==> src/design/nlt_pkg.sv <==
// Shared types, codes and constants for the namespace lock table.
`default_nettype none
package nlt_pkg;

  localparam int NUM_ENTRIES_DEF = 16;
  localparam int ID_W            = 32;
  localparam int KEY_W           = 64;
  localparam int NUM_KEY_REGS    = 4;
  localparam int CFG_IDX_W       = 8;
  localparam int MODE_W          = 2;
  localparam int STATUS_W        = 3;
  localparam int FUNC_W          = 2;
  localparam int ENTRY_W         = ID_W + MODE_W;
  localparam int TOKEN_BYTES     = 32;
  localparam int IN_DATA_W       = ID_W + NUM_KEY_REGS * KEY_W;
  localparam int OUT_DATA_W      = 8;

  localparam logic [7:0] TOK_XOR  = 8'hA5;
  localparam logic [7:0] TOK_STEP = 8'h37;

  localparam logic [FUNC_W-1:0] FN_REGISTER = 2'd0;
  localparam logic [FUNC_W-1:0] FN_LOCK     = 2'd1;
  localparam logic [FUNC_W-1:0] FN_UNLOCK   = 2'd2;

  localparam logic [MODE_W-1:0] MODE_EMPTY  = 2'd0;
  localparam logic [MODE_W-1:0] MODE_ACTIVE = 2'd1;
  localparam logic [MODE_W-1:0] MODE_LOCKED = 2'd2;

  localparam logic [STATUS_W-1:0] ST_OK       = 3'd0;
  localparam logic [STATUS_W-1:0] ST_INVALID  = 3'd1;
  localparam logic [STATUS_W-1:0] ST_EXISTS   = 3'd2;
  localparam logic [STATUS_W-1:0] ST_NOROOM   = 3'd3;
  localparam logic [STATUS_W-1:0] ST_NOTFOUND = 3'd4;
  localparam logic [STATUS_W-1:0] ST_AUTH     = 3'd5;

  typedef struct packed {
    logic clr_we;
    logic rd_en;
    logic start;
    logic commit;
  } nlt_cmd_t;

endpackage
`default_nettype wire

==> src/design/nlt_ram.sv <==
// Generic single-write, single-read RAM with registered read data.
`default_nettype none
module nlt_ram #(
  parameter  int WIDTH = 8,
  parameter  int DEPTH = 16,
  localparam int AW    = (DEPTH > 1) ? $clog2(DEPTH) : 1
) (
  input  wire                    clk,
  input  wire                    we,
  input  wire [AW-1:0]           waddr,
  input  wire [WIDTH-1:0]        wdata,
  input  wire                    re,
  input  wire [AW-1:0]           raddr,
  output logic [WIDTH-1:0]       rdata
);

  logic [WIDTH-1:0] mem_r [DEPTH];
  logic [WIDTH-1:0] rd_data_r;

  always_ff @(posedge clk) begin
    if (we) begin
      mem_r[waddr] <= wdata;
    end
    if (re) begin
      rd_data_r <= mem_r[raddr];
    end
  end

  assign rdata = rd_data_r;

endmodule
`default_nettype wire

==> src/design/nlt_ctrl.sv <==
// Controller: clearing pass, table scan sequencing and result hand-off.
`default_nettype none
module nlt_ctrl #(
  parameter  int NUM_ENTRIES = nlt_pkg::NUM_ENTRIES_DEF,
  localparam int IDX_W       = (NUM_ENTRIES > 1) ? $clog2(NUM_ENTRIES) : 1
) (
  input  wire                 clk,
  input  wire                 rst_n,
  input  wire                 in_tvalid,
  output logic                in_tready,
  input  wire                 out_busy,
  output nlt_pkg::nlt_cmd_t   cmd,
  output logic [IDX_W-1:0]    idx
);

  localparam logic [IDX_W-1:0] LAST_IDX = IDX_W'(NUM_ENTRIES - 1);

  localparam logic [2:0] S_CLEAR  = 3'd0;
  localparam logic [2:0] S_IDLE   = 3'd1;
  localparam logic [2:0] S_SCAN   = 3'd2;
  localparam logic [2:0] S_DRAIN  = 3'd3;
  localparam logic [2:0] S_DECIDE = 3'd4;

  logic [2:0]       state_r, state_nxt;
  logic [IDX_W-1:0] idx_r, idx_nxt;
  logic             last;

  assign last = (idx_r == LAST_IDX);

  always_comb begin
    state_nxt  = state_r;
    idx_nxt    = idx_r;
    cmd        = '0;
    in_tready  = 1'b0;
    unique case (state_r)
      S_CLEAR: begin
        cmd.clr_we = 1'b1;
        if (last) begin
          idx_nxt   = '0;
          state_nxt = S_IDLE;
        end else begin
          idx_nxt = idx_r + 1'b1;
        end
      end
      S_IDLE: begin
        in_tready = 1'b1;
        if (in_tvalid) begin
          cmd.start = 1'b1;
          idx_nxt   = '0;
          state_nxt = S_SCAN;
        end
      end
      S_SCAN: begin
        cmd.rd_en = 1'b1;
        if (last) begin
          state_nxt = S_DRAIN;
        end else begin
          idx_nxt = idx_r + 1'b1;
        end
      end
      S_DRAIN: begin
        state_nxt = S_DECIDE;
      end
      S_DECIDE: begin
        if (!out_busy) begin
          cmd.commit = 1'b1;
          idx_nxt    = '0;
          state_nxt  = S_IDLE;
        end
      end
      default: begin
        state_nxt = S_CLEAR;
        idx_nxt   = '0;
      end
    endcase
  end

  always_ff @(posedge clk) begin
    if (!rst_n) begin
      state_r <= S_CLEAR;
      idx_r   <= '0;
    end else begin
      state_r <= state_nxt;
      idx_r   <= idx_nxt;
    end
  end

  assign idx = idx_r;

endmodule
`default_nettype wire

==> src/design/nlt_dp.sv <==
// Datapath: key registers, entry RAM, scan trackers, token check and result register.
`default_nettype none
module nlt_dp #(
  parameter  int NUM_ENTRIES = nlt_pkg::NUM_ENTRIES_DEF,
  localparam int IDX_W       = (NUM_ENTRIES > 1) ? $clog2(NUM_ENTRIES) : 1
) (
  input  wire                              clk,
  input  wire                              rst_n,
  input  wire nlt_pkg::nlt_cmd_t           cmd,
  input  wire [IDX_W-1:0]                  idx,
  output logic                             out_busy,
  input  wire                              cfg_we,
  input  wire [nlt_pkg::CFG_IDX_W-1:0]     cfg_index,
  input  wire [nlt_pkg::KEY_W-1:0]         cfg_data,
  input  wire [nlt_pkg::FUNC_W-1:0]        in_func,
  input  wire [nlt_pkg::IN_DATA_W-1:0]     in_data,
  output logic                             out_tvalid,
  input  wire                              out_tready,
  output logic [nlt_pkg::STATUS_W-1:0]     out_status,
  output logic                             out_locked
);

  logic [nlt_pkg::NUM_KEY_REGS-1:0][nlt_pkg::KEY_W-1:0] key_r;
  logic [nlt_pkg::NUM_KEY_REGS-1:0][nlt_pkg::KEY_W-1:0] tok_r;
  logic [nlt_pkg::FUNC_W-1:0]    func_r;
  logic [nlt_pkg::ID_W-1:0]      id_r;

  logic                          rd_vld_r;
  logic [IDX_W-1:0]              rd_idx_r;
  logic [nlt_pkg::ENTRY_W-1:0]   rd_entry;
  logic [nlt_pkg::ID_W-1:0]      rd_ns;
  logic [nlt_pkg::MODE_W-1:0]    rd_mode;

  logic                          fm_found_r;
  logic [IDX_W-1:0]              fm_idx_r;
  logic [nlt_pkg::MODE_W-1:0]    fm_mode_r;
  logic                          ex_r;
  logic                          em_found_r;
  logic [IDX_W-1:0]              em_idx_r;

  logic                          auth_ok;
  logic [nlt_pkg::STATUS_W-1:0]  st;
  logic                          wr_en;
  logic [IDX_W-1:0]              wr_idx;
  logic [nlt_pkg::MODE_W-1:0]    wr_mode;
  logic [nlt_pkg::MODE_W-1:0]    mode_after;
  logic                          locked_nxt;

  logic                          ram_we;
  logic [IDX_W-1:0]              ram_waddr;
  logic [nlt_pkg::ENTRY_W-1:0]   ram_wdata;

  logic                          out_valid_r;
  logic [nlt_pkg::STATUS_W-1:0]  out_status_r;
  logic                          out_locked_r;

  // master key registers
  always_ff @(posedge clk) begin
    if (!rst_n) begin
      key_r <= '0;
    end else if (cfg_we && (cfg_index < nlt_pkg::CFG_IDX_W'(nlt_pkg::NUM_KEY_REGS))) begin
      key_r[cfg_index[1:0]] <= cfg_data;
    end
  end

  // request capture
  always_ff @(posedge clk) begin
    if (cmd.start) begin
      func_r <= in_func;
      id_r   <= in_data[nlt_pkg::ID_W-1:0];
      tok_r  <= in_data[nlt_pkg::IN_DATA_W-1:nlt_pkg::ID_W];
    end
  end

  assign ram_we    = cmd.clr_we || (cmd.commit && wr_en);
  assign ram_waddr = cmd.clr_we ? idx : wr_idx;
  assign ram_wdata = cmd.clr_we ? '0 : {id_r, wr_mode};

  nlt_ram #(
    .WIDTH (nlt_pkg::ENTRY_W),
    .DEPTH (NUM_ENTRIES)
  ) u_entry_ram (
    .clk   (clk),
    .we    (ram_we),
    .waddr (ram_waddr),
    .wdata (ram_wdata),
    .re    (cmd.rd_en),
    .raddr (idx),
    .rdata (rd_entry)
  );

  assign rd_ns   = rd_entry[nlt_pkg::ENTRY_W-1:nlt_pkg::MODE_W];
  assign rd_mode = rd_entry[nlt_pkg::MODE_W-1:0];

  always_ff @(posedge clk) begin
    if (!rst_n) begin
      rd_vld_r <= 1'b0;
    end else begin
      rd_vld_r <= cmd.rd_en;
    end
    rd_idx_r <= idx;
  end

  // scan trackers: first id match, any live match, first empty entry
  always_ff @(posedge clk) begin
    if (!rst_n || cmd.start) begin
      fm_found_r <= 1'b0;
      ex_r       <= 1'b0;
      em_found_r <= 1'b0;
    end else if (rd_vld_r) begin
      if (rd_ns == id_r && !fm_found_r) begin
        fm_found_r <= 1'b1;
      end
      if (rd_ns == id_r && rd_mode != nlt_pkg::MODE_EMPTY) begin
        ex_r <= 1'b1;
      end
      if (rd_mode == nlt_pkg::MODE_EMPTY && !em_found_r) begin
        em_found_r <= 1'b1;
      end
    end
  end

  always_ff @(posedge clk) begin
    if (rd_vld_r && rd_ns == id_r && !fm_found_r) begin
      fm_idx_r  <= rd_idx_r;
      fm_mode_r <= rd_mode;
    end
    if (rd_vld_r && rd_mode == nlt_pkg::MODE_EMPTY && !em_found_r) begin
      em_idx_r <= rd_idx_r;
    end
  end

  // token check, 32 independent byte compares
  always_comb begin
    logic [7:0] exp_b;
    auth_ok = 1'b1;
    for (int i = 0; i < nlt_pkg::TOKEN_BYTES; i++) begin
      exp_b = (key_r[i / 8][8 * (i % 8) +: 8] ^ nlt_pkg::TOK_XOR ^ id_r[8 * (i % 4) +: 8])
              + 8'(nlt_pkg::TOK_STEP * i);
      if (exp_b != tok_r[i / 8][8 * (i % 8) +: 8]) begin
        auth_ok = 1'b0;
      end
    end
  end

  // outcome
  always_comb begin
    st      = nlt_pkg::ST_INVALID;
    wr_en   = 1'b0;
    wr_idx  = fm_idx_r;
    wr_mode = fm_mode_r;
    if (id_r != '0) begin
      unique case (func_r)
        nlt_pkg::FN_REGISTER: begin
          if (ex_r) begin
            st = nlt_pkg::ST_EXISTS;
          end else if (!em_found_r) begin
            st = nlt_pkg::ST_NOROOM;
          end else begin
            st      = nlt_pkg::ST_OK;
            wr_en   = 1'b1;
            wr_idx  = em_idx_r;
            wr_mode = nlt_pkg::MODE_ACTIVE;
          end
        end
        nlt_pkg::FN_LOCK: begin
          if (!fm_found_r) begin
            st = nlt_pkg::ST_NOTFOUND;
          end else if (fm_mode_r == nlt_pkg::MODE_ACTIVE) begin
            st      = nlt_pkg::ST_OK;
            wr_en   = 1'b1;
            wr_mode = nlt_pkg::MODE_LOCKED;
          end else if (fm_mode_r == nlt_pkg::MODE_LOCKED) begin
            st = nlt_pkg::ST_OK;
          end else begin
            st = nlt_pkg::ST_INVALID;
          end
        end
        nlt_pkg::FN_UNLOCK: begin
          if (!auth_ok) begin
            st = nlt_pkg::ST_AUTH;
          end else if (!fm_found_r) begin
            st = nlt_pkg::ST_NOTFOUND;
          end else if (fm_mode_r == nlt_pkg::MODE_ACTIVE) begin
            st = nlt_pkg::ST_OK;
          end else if (fm_mode_r == nlt_pkg::MODE_LOCKED) begin
            st      = nlt_pkg::ST_OK;
            wr_en   = 1'b1;
            wr_mode = nlt_pkg::MODE_ACTIVE;
          end else begin
            st = nlt_pkg::ST_INVALID;
          end
        end
        default: begin
          st = nlt_pkg::ST_INVALID;
        end
      endcase
    end
  end

  assign mode_after = wr_en ? wr_mode : fm_mode_r;
  assign locked_nxt = (id_r != '0) && fm_found_r && (mode_after == nlt_pkg::MODE_LOCKED);

  // result register
  always_ff @(posedge clk) begin
    if (!rst_n) begin
      out_valid_r <= 1'b0;
    end else if (cmd.commit) begin
      out_valid_r <= 1'b1;
    end else if (out_tready) begin
      out_valid_r <= 1'b0;
    end
  end

  always_ff @(posedge clk) begin
    if (cmd.commit) begin
      out_status_r <= st;
      out_locked_r <= locked_nxt;
    end
  end

  assign out_busy   = out_valid_r && !out_tready;
  assign out_tvalid = out_valid_r;
  assign out_status = out_status_r;
  assign out_locked = out_locked_r;

endmodule
`default_nettype wire

==> src/design/namespace_lock_table.sv <==
// Top level of the namespace lock table.
//
//  channel | direction | tdata / tuser / payload
//  in_     | slave     | tdata: ns_id, token_0..3; tuser: func
//  out_    | master    | tdata: status, locked, zero pad
//  cfg_    | write     | cfg_index, cfg_data (master key words)
//
// For each request the entry RAM is scanned one entry per cycle through its
// single read port; the last read is then drained, and a decide step writes
// back and registers the result.
// After reset a clearing pass empties the RAM; no request is taken meanwhile,
// configuration writes are. While a result waits in the output register one
// more request is taken and holds in its decide step.
`default_nettype none
module namespace_lock_table #(
  parameter int NUM_ENTRIES = nlt_pkg::NUM_ENTRIES_DEF
) (
  input  wire                            clk,
  input  wire                            rst_n,
  // in_tdata, from bit 0: ns_id[31:0], token_0, token_1, token_2, token_3
  input  wire [nlt_pkg::IN_DATA_W-1:0]   in_tdata,
  // in_tuser, from bit 0: func[1:0]
  input  wire [nlt_pkg::FUNC_W-1:0]      in_tuser,
  input  wire                            in_tvalid,
  output logic                           in_tready,
  // out_tdata, from bit 0: status[2:0], locked, zero pad
  output logic [nlt_pkg::OUT_DATA_W-1:0] out_tdata,
  output logic                           out_tvalid,
  input  wire                            out_tready,
  input  wire                            cfg_valid,
  output logic                           cfg_ready,
  input  wire [nlt_pkg::CFG_IDX_W-1:0]   cfg_index,
  input  wire [nlt_pkg::KEY_W-1:0]       cfg_data
);

  localparam int IDX_W = (NUM_ENTRIES > 1) ? $clog2(NUM_ENTRIES) : 1;

  nlt_pkg::nlt_cmd_t             cmd;
  logic [IDX_W-1:0]              idx;
  logic                          out_busy;
  logic [nlt_pkg::STATUS_W-1:0]  out_status;
  logic                          out_locked;

  assign cfg_ready = 1'b1;

  nlt_ctrl #(
    .NUM_ENTRIES (NUM_ENTRIES)
  ) u_ctrl (
    .clk       (clk),
    .rst_n     (rst_n),
    .in_tvalid (in_tvalid),
    .in_tready (in_tready),
    .out_busy  (out_busy),
    .cmd       (cmd),
    .idx       (idx)
  );

  nlt_dp #(
    .NUM_ENTRIES (NUM_ENTRIES)
  ) u_dp (
    .clk        (clk),
    .rst_n      (rst_n),
    .cmd        (cmd),
    .idx        (idx),
    .out_busy   (out_busy),
    .cfg_we     (cfg_valid && cfg_ready),
    .cfg_index  (cfg_index),
    .cfg_data   (cfg_data),
    .in_func    (in_tuser),
    .in_data    (in_tdata),
    .out_tvalid (out_tvalid),
    .out_tready (out_tready),
    .out_status (out_status),
    .out_locked (out_locked)
  );

  assign out_tdata = {{(nlt_pkg::OUT_DATA_W - nlt_pkg::STATUS_W - 1){1'b0}},
                      out_locked, out_status};

`ifndef SYNTHESIS
  a_commit_free: assert property (@(posedge clk) disable iff (!rst_n)
    cmd.commit |-> !(out_tvalid && !out_tready))
    else $error("result committed over a pending transfer");

  a_one_at_a_time: assert property (@(posedge clk) disable iff (!rst_n)
    (in_tvalid && in_tready) |=> !in_tready)
    else $error("request taken while another is in flight");

  a_commit_shows: assert property (@(posedge clk) disable iff (!rst_n)
    cmd.commit |=> out_tvalid)
    else $error("committed result not presented");

  a_clear_excl: assert property (@(posedge clk) disable iff (!rst_n)
    cmd.clr_we |-> !(cmd.rd_en || cmd.commit || in_tready))
    else $error("clearing pass overlaps request work");
`endif

endmodule
`default_nettype wire

==> config.mk <==
export PLATFORM = sky130hd
export DESIGN_NAME = namespace_lock_table
export DESIGN_NICKNAME = d
export VERILOG_FILES = /design/src/design/nlt_pkg.sv /design/src/design/nlt_ram.sv /design/src/design/nlt_ctrl.sv /design/src/design/nlt_dp.sv /design/src/design/namespace_lock_table.sv
export SDC_FILE = /design/constraint.sdc
export NUM_CORES = 2
export LEC_CHECK = 0
export ABC_AREA = 1
export BUFFER_PORTS_ARGS = -buffer_cell sky130_fd_sc_hd__buf_4
export CORE_MARGIN = 2
export CORE_UTILIZATION = 60
export DETAILED_ROUTE_END_ITERATION = 8
export GPL_TIMING_DRIVEN = 0
export PLACE_DENSITY = 0.79
export SLEW_MARGIN = 20
export SYNTH_ARGS = -nofsm -noshare
export SYNTH_HDL_FRONTEND = slang
export SYNTH_SLANG_ARGS = --single-unit
==> constraint.sdc <==
create_clock -name clk -period 27.9 [get_ports clk]
set_input_delay 4.185 -clock clk [delete_from_list [all_inputs] [get_ports clk]]
set_output_delay 4.185 -clock clk [all_outputs]
set_load 0.03 [all_outputs]
[Word level (Yosys, flattened, before mapping)]
Memories as Yosys holds them, arrays and structs flattened. A register that Yosys moved wholly into a read port is not among the register bits.
Cells that the tools add are included.
Operators by class
  muxes and demuxes: 90
  reduce and logical (&&, ||, !) cells: 30
  bitwise operators: 65
  equal/unequal tests: 48
  $lt $le $gt $ge: 3
  add/sub/neg operators: 32
Operators with widths (count)
  bitwise mux 256 bit: 1
  inequality test 8 bit: 32
  bitwise XOR 8 bit: 32
  demux 64 bit (select 2 bit): 1
  inverter 4 bit: 32
  adder 8 bit, second input constant: 15
  2-to-1 mux 64 bit: 1
  adder 8 x 7 -> 8 bit, second input constant: 7
  2-to-1 mux 1 bit: 53
  adder 8 x 6 -> 8 bit, second input constant: 5
  2-to-1 mux 4 bit: 9
  2-to-1 mux 34 bit: 1
  == test 32 bit: 1
  nonzero test 32 bit: 1
  2-to-1 mux 3 bit: 8
  2-to-1 mux 2 bit: 11
  case mux 4 bit (5 select lines): 1
  adder 8 x 5 -> 8 bit, second input constant: 2
  case mux 3 bit (5 select lines): 1
  logical AND 1 bit: 13
  case mux 3 bit (3 select lines): 1
  adder 8 x 2 -> 8 bit, second input constant: 1
  adder 8 x 3 -> 8 bit, second input constant: 1
  less-than comparator 8 x 3 -> 1 bit, second input constant: 1
  21 further kinds: 37
Word-level totals
  output and inout port bits: 11
  logic and storage cells: 292
  memories: 1
  bits of input ports: 367
  flip-flop bits (word level): 576
  bits in writable memories: 544
Memory list
  u_dp.u_entry_ram.mem_r: depth 16, width 34, read ports 1, clocked after memory_dff 1, write ports 1, line nlt_ram.sv:17  | logic [WIDTH-1:0] mem_r [DEPTH];

[Depth between registers and ports, before layout]
  word-level depth: 42
  mapped depth: 27
  depth with buffers taken out: 26

[Modules after synthesis]
A second synthesis with hierarchy kept.
Unflattened totals
  cell total of the unflattened synthesis: 6564
  area total of the unflattened synthesis: 56206.4 um^2
By module, submodules not included
  nlt_dp: cells an instance 4238, times used 1, seq. area each 14433.8 um^2, area each 31430.1 um^2
  nlt_ram: cells an instance 2250, times used 1, seq. area each 17356.6 um^2, area each 24282.0 um^2
  nlt_ctrl: cells an instance 68, times used 1, seq. area each 140.1 um^2, area each 441.7 um^2
  namespace_lock_table: cells an instance 8, times used 1, seq. area each 0.0 um^2, area each 52.6 um^2

[Worst setup path before layout]
OpenSTA, ideal clock, no wires.
  kind: input -> register
  start: in in_tvalid
  end: reg u_dp.func_r[0] (netlist name), enable pin
  library setup time: 0.950 ns
  required time: 26.950 ns
  arrival time: 16.149 ns
  stages: 2
  buffers on the path: 0
  setup slack: 10.801 ns
  cells stage by stage: inv_1 nor2_1
RTL lines
  start: declaration: line namespace_lock_table.sv:24  | input wire in_tvalid,
  end signal: assignment: line nlt_dp.sv:69  | func_r <= in_func;
  end: declaration: line nlt_dp.sv:25  | logic [nlt_pkg::FUNC_W-1:0] func_r;

[Final worst setup path]
  start: in cfg_index[7] (netlist name)
  end: reg u_dp.key_r[115] (netlist name)
Between the ends
  word-level cells in the longest chain between the ends: 2
RTL lines
  start: declaration: line namespace_lock_table.sv:32  | input wire [nlt_pkg::CFG_IDX_W-1:0] cfg_index,
  less-than comparator 8 x 3 -> 1 bit: line nlt_dp.sv:61  | end else if (cfg_we && (cfg_index < nlt_pkg::CFG_IDX_W'(nlt_pkg::NUM_KEY_REGS))) begin
  logical AND 1 bit: line nlt_dp.sv:61
  end signal: indexed assignment: line nlt_dp.sv:62  | key_r[cfg_index[1:0]] <= cfg_data;
  end: declaration: line nlt_dp.sv:23  | logic [nlt_pkg::NUM_KEY_REGS-1:0][nlt_pkg::KEY_W-1:0] key_r;
Every way passes these cells.
A chain may end at the register's enable or synchronous reset.

==> flow_summary.json <==
{
  "outcome": "complete, no violations",
  "regArea_um2": 31900,
  "grt_pass1_wl_um": 290000,
  "clkLatencyLatePin_ns": 0.77,
  "maxCapViolations": 0,
  "worstSetupStartpoint": "cfg_index[7]",
  "hold_violations": 0,
  "numCtsBuffers": 114,
  "clock_sinks": 1154,
  "hold_path.class": "reg -> reg",
  "setup_tns_ns": 0,
  "rsz0062_at_grt": "false",
  "synth_top_flop_cell": "edfxtp_1",
  "yosysTopAreaCellShare_pct": 49.5,
  "htree_levels": 3,
  "ctsResizeCount": 0,
  "grt_max_degree": 31,
  "clk_pin_slew_ns": 0.06,
  "slew_headroom_pct": 13.1,
  "routed_wl_um": 207000,
  "synth_edf_count": 882,
  "hold_buffers": 0,
  "p_leak_uw": 0.0252,
  "tightest_slew_ns": 1.30,
  "syn_area_um2": 53500,
  "setup_ws_ns": 21.54,
  "nets": 6642,
  "cts-root-buf": "clkbuf_16",
  "globalRouteTotalUtil_pct": 44.6,
  "required_ns": 28.54,
  "fmax_mhz": 157,
  "finalClockSkew_ns": 0.0497,
  "place_ws_ns": 20.89,
  "die_w_um": 303,
  "synthToLayoutAreaGrowth_pct": 17.4,
  "die_area_um2": 91600,
  "numPortBuffers": 372,
  "report.final.setup_viol": 0,
  "setup.worst_path.start_class": "input port",
  "die-height_um": 303,
  "syn_area_per_cell_um2": 9.39,
  "drt_iter0_drc": 7226,
  "synth_area_leader_cell": "edfxtp_1",
  "critPathArrivalTime_ns": 7.01,
  "yosysWarnings": 0,
  "io_pins": 378,
  "grt.overflow.total": 0,
  "crit_type": "in -> reg",
  "postCtsSetupBuffers": 0,
  "hpwl_um": 150000,
  "yosysSeqAreaShare_pct": 59.6,
  "async_flop_share_pct": 0,
  "vias": 46566,
  "layout-drive-gt1-share_pct": 11.8,
  "n_fill_cell": 6412,
  "first_pass_iters": 9,
  "power_density_nw_per_um2": 59.2,
  "synth_cells": 5705,
  "drc_errors": 0,
  "postRouteAntennaNets": 0,
  "synth_cell_types": 49,
  "crit_fanout": 10,
  "netlist_top_cells_area": "edfxtp_1 49%, dfxtp_1 10%, nand2_1 10%",
  "finalCriticalPeriod_ns": 6.36,
  "synth_seq_cells": 1154,
  "cts_tree": "done",
  "row_count": 109,
  "wl_per_cell_um": 27.5,
  "r2r-start": "u_dp.id_r[17]",
  "antenna_found_initial": 10,
  "cts_buffer_depth": 3,
  "peakVddDrop_mv": 0.0674,
  "min_from": "u_ctrl.idx[3]",
  "routed_via_density": 6.20,
  "end_kind": "flop",
  "final_max_slew_viol_count": 0,
  "post-route-period-util_pct": 22.8,
  "total_power_uw": 3730,
  "routabilityCongestion": 1.07,
  "grt_pass1_vias": 44000,
  "multi_input_area_um2": 18800,
  "core-area_um2": 88400,
  "start_util_pct": 60.6
}
-- Yosys cell counts (82+ instances only) --
master and count:
o21ai_0 511, inv_1 484, nand2_1 1420, edfxtp_1 882, xor2_1 94, dfxtp_1 272, xnor2_1 122, nand3_1 296
a21oi_1 147, nor2_1 735, nand3b_1 82, clkbuf_1 194, o221ai_1 102
-- per-layer routing --
| layer | wire length (um) | track usage (%) | vias up |
|---|---|---|---|
| met4 | 21100 | 36.4 | 14 |
| met3 | 28500 | 13.7 | 1057 |
| met1 | 65600 | 51.0 | 21456 |
| met2 | 91200 | 69.2 | 3737 |
| met5 | 192 | 0.880 | - |
| li1 | - | - | 20302 |
-- cells in the final DEF, fill, tap and decap left out, types with 37 or more instances in the layout --
master	n
nand2_1	1420
xor2_1	94
o221ai_1	102
nor2_1	712
nand4_1	37
a21oi_1	146
clkbuf_1	207
clkbuf_16	115
xnor2_1	122
edfxtp_1	882
inv_1	483
o21ai_0	511
dfxtp_1	272
o211ai_1	40
nand3b_1	82
buf_4	402
nand3_1	296
o22ai_1	38
a211oi_1	40
-- sequential cells by signal (all words and copies together), names as in the netlist --
signal                  cells
u_ctrl.idx                  4
u_ctrl.state_r              3
u_dp.em_found_r             1
u_dp.em_idx_r               4
u_dp.ex_r                   1
u_dp.fm_found_r             1
u_dp.fm_idx_r               4
u_dp.fm_mode_r              2
u_dp.func_r                 2
u_dp.id_r                  32
u_dp.key_r                256
u_dp.out_locked             1
u_dp.out_status             3
u_dp.out_tvalid             1
u_dp.rd_idx_r               4
u_dp.rd_vld_r               1
u_dp.tok_r                256
u_dp.u_entry_ram.mem_r    544
u_dp.u_entry_ram.rdata     34
-- report_power, final --
group	total (uW)	internal (uW)	switching, uW
Sequential	1870	1860	6.45
Combinational	253	80.6	173
Clock	1610	896	710
-- layout make-up --
class,instances,area share [%]
inverters,507,3.03
diodes,3,0.0119
repair buffers,415,6.07
clock inverters,87,1.48
clock buffers,130,4.70
well taps,1165,2.32
multi-input cells,3807,29.9
plain buffers,240,1.70
flip-flops and latches,1154,50.8
-- worst max-delay path: stages --
cell and delay (ns):
buf_4 0.11, nor4_1 0.28, and2_1 0.21, inv_1 0.07, nor3_1 0.61, clkinv_1 0.35
clkbuf_1 0.35, clkbuf_1 0.52, a21oi_1 0.30
-- final timing paths --
path / to / slack [ns] / cells past startpoint
worst max-delay path: u_dp.key_r[115] / 21.54 / 9
worst min register to register: u_dp.rd_idx_r[3] / 0.35 / 0
worst min-delay path: u_dp.rd_idx_r[3] / 0.35 / 0
worst max register to register: u_dp.u_entry_ram.mem_r[15][12] / 22.55 / 26
-- stage by stage --
| stage | instances | cell area, um^2 | utilization (%) | hold WS, ns |
|---|---|---|---|---|
| floorplan | 5708 | 53600 | - | 0.329 |
| global placement | 7245 | 57800 | 65.4 | 0.334 |
| detailed placement | 7288 | 59000 | 66.7 | 0.340 |
| CTS | 7505 | 62900 | 71.1 | 0.353 |
| global route | 7506 | 62900 | 71.2 | 0.362 |
| finish | 7508 | 62900 | 71.2 | 0.353 |
-- cell families (layout without fill, tap and decap cells) --
logic type	Yosys count	count (layout)	synth area share [%]
fa+ha+maj	36	36	0.841
xor+xnor	230	230	3.97
flops	1154	1154	59.6
simple gates	2642	2642	20.4
compound gates	894	894	9.61
other cells	2	8	0.0140
buf+inv	747	1379	5.55
Power figures use the tool's default switching activity.
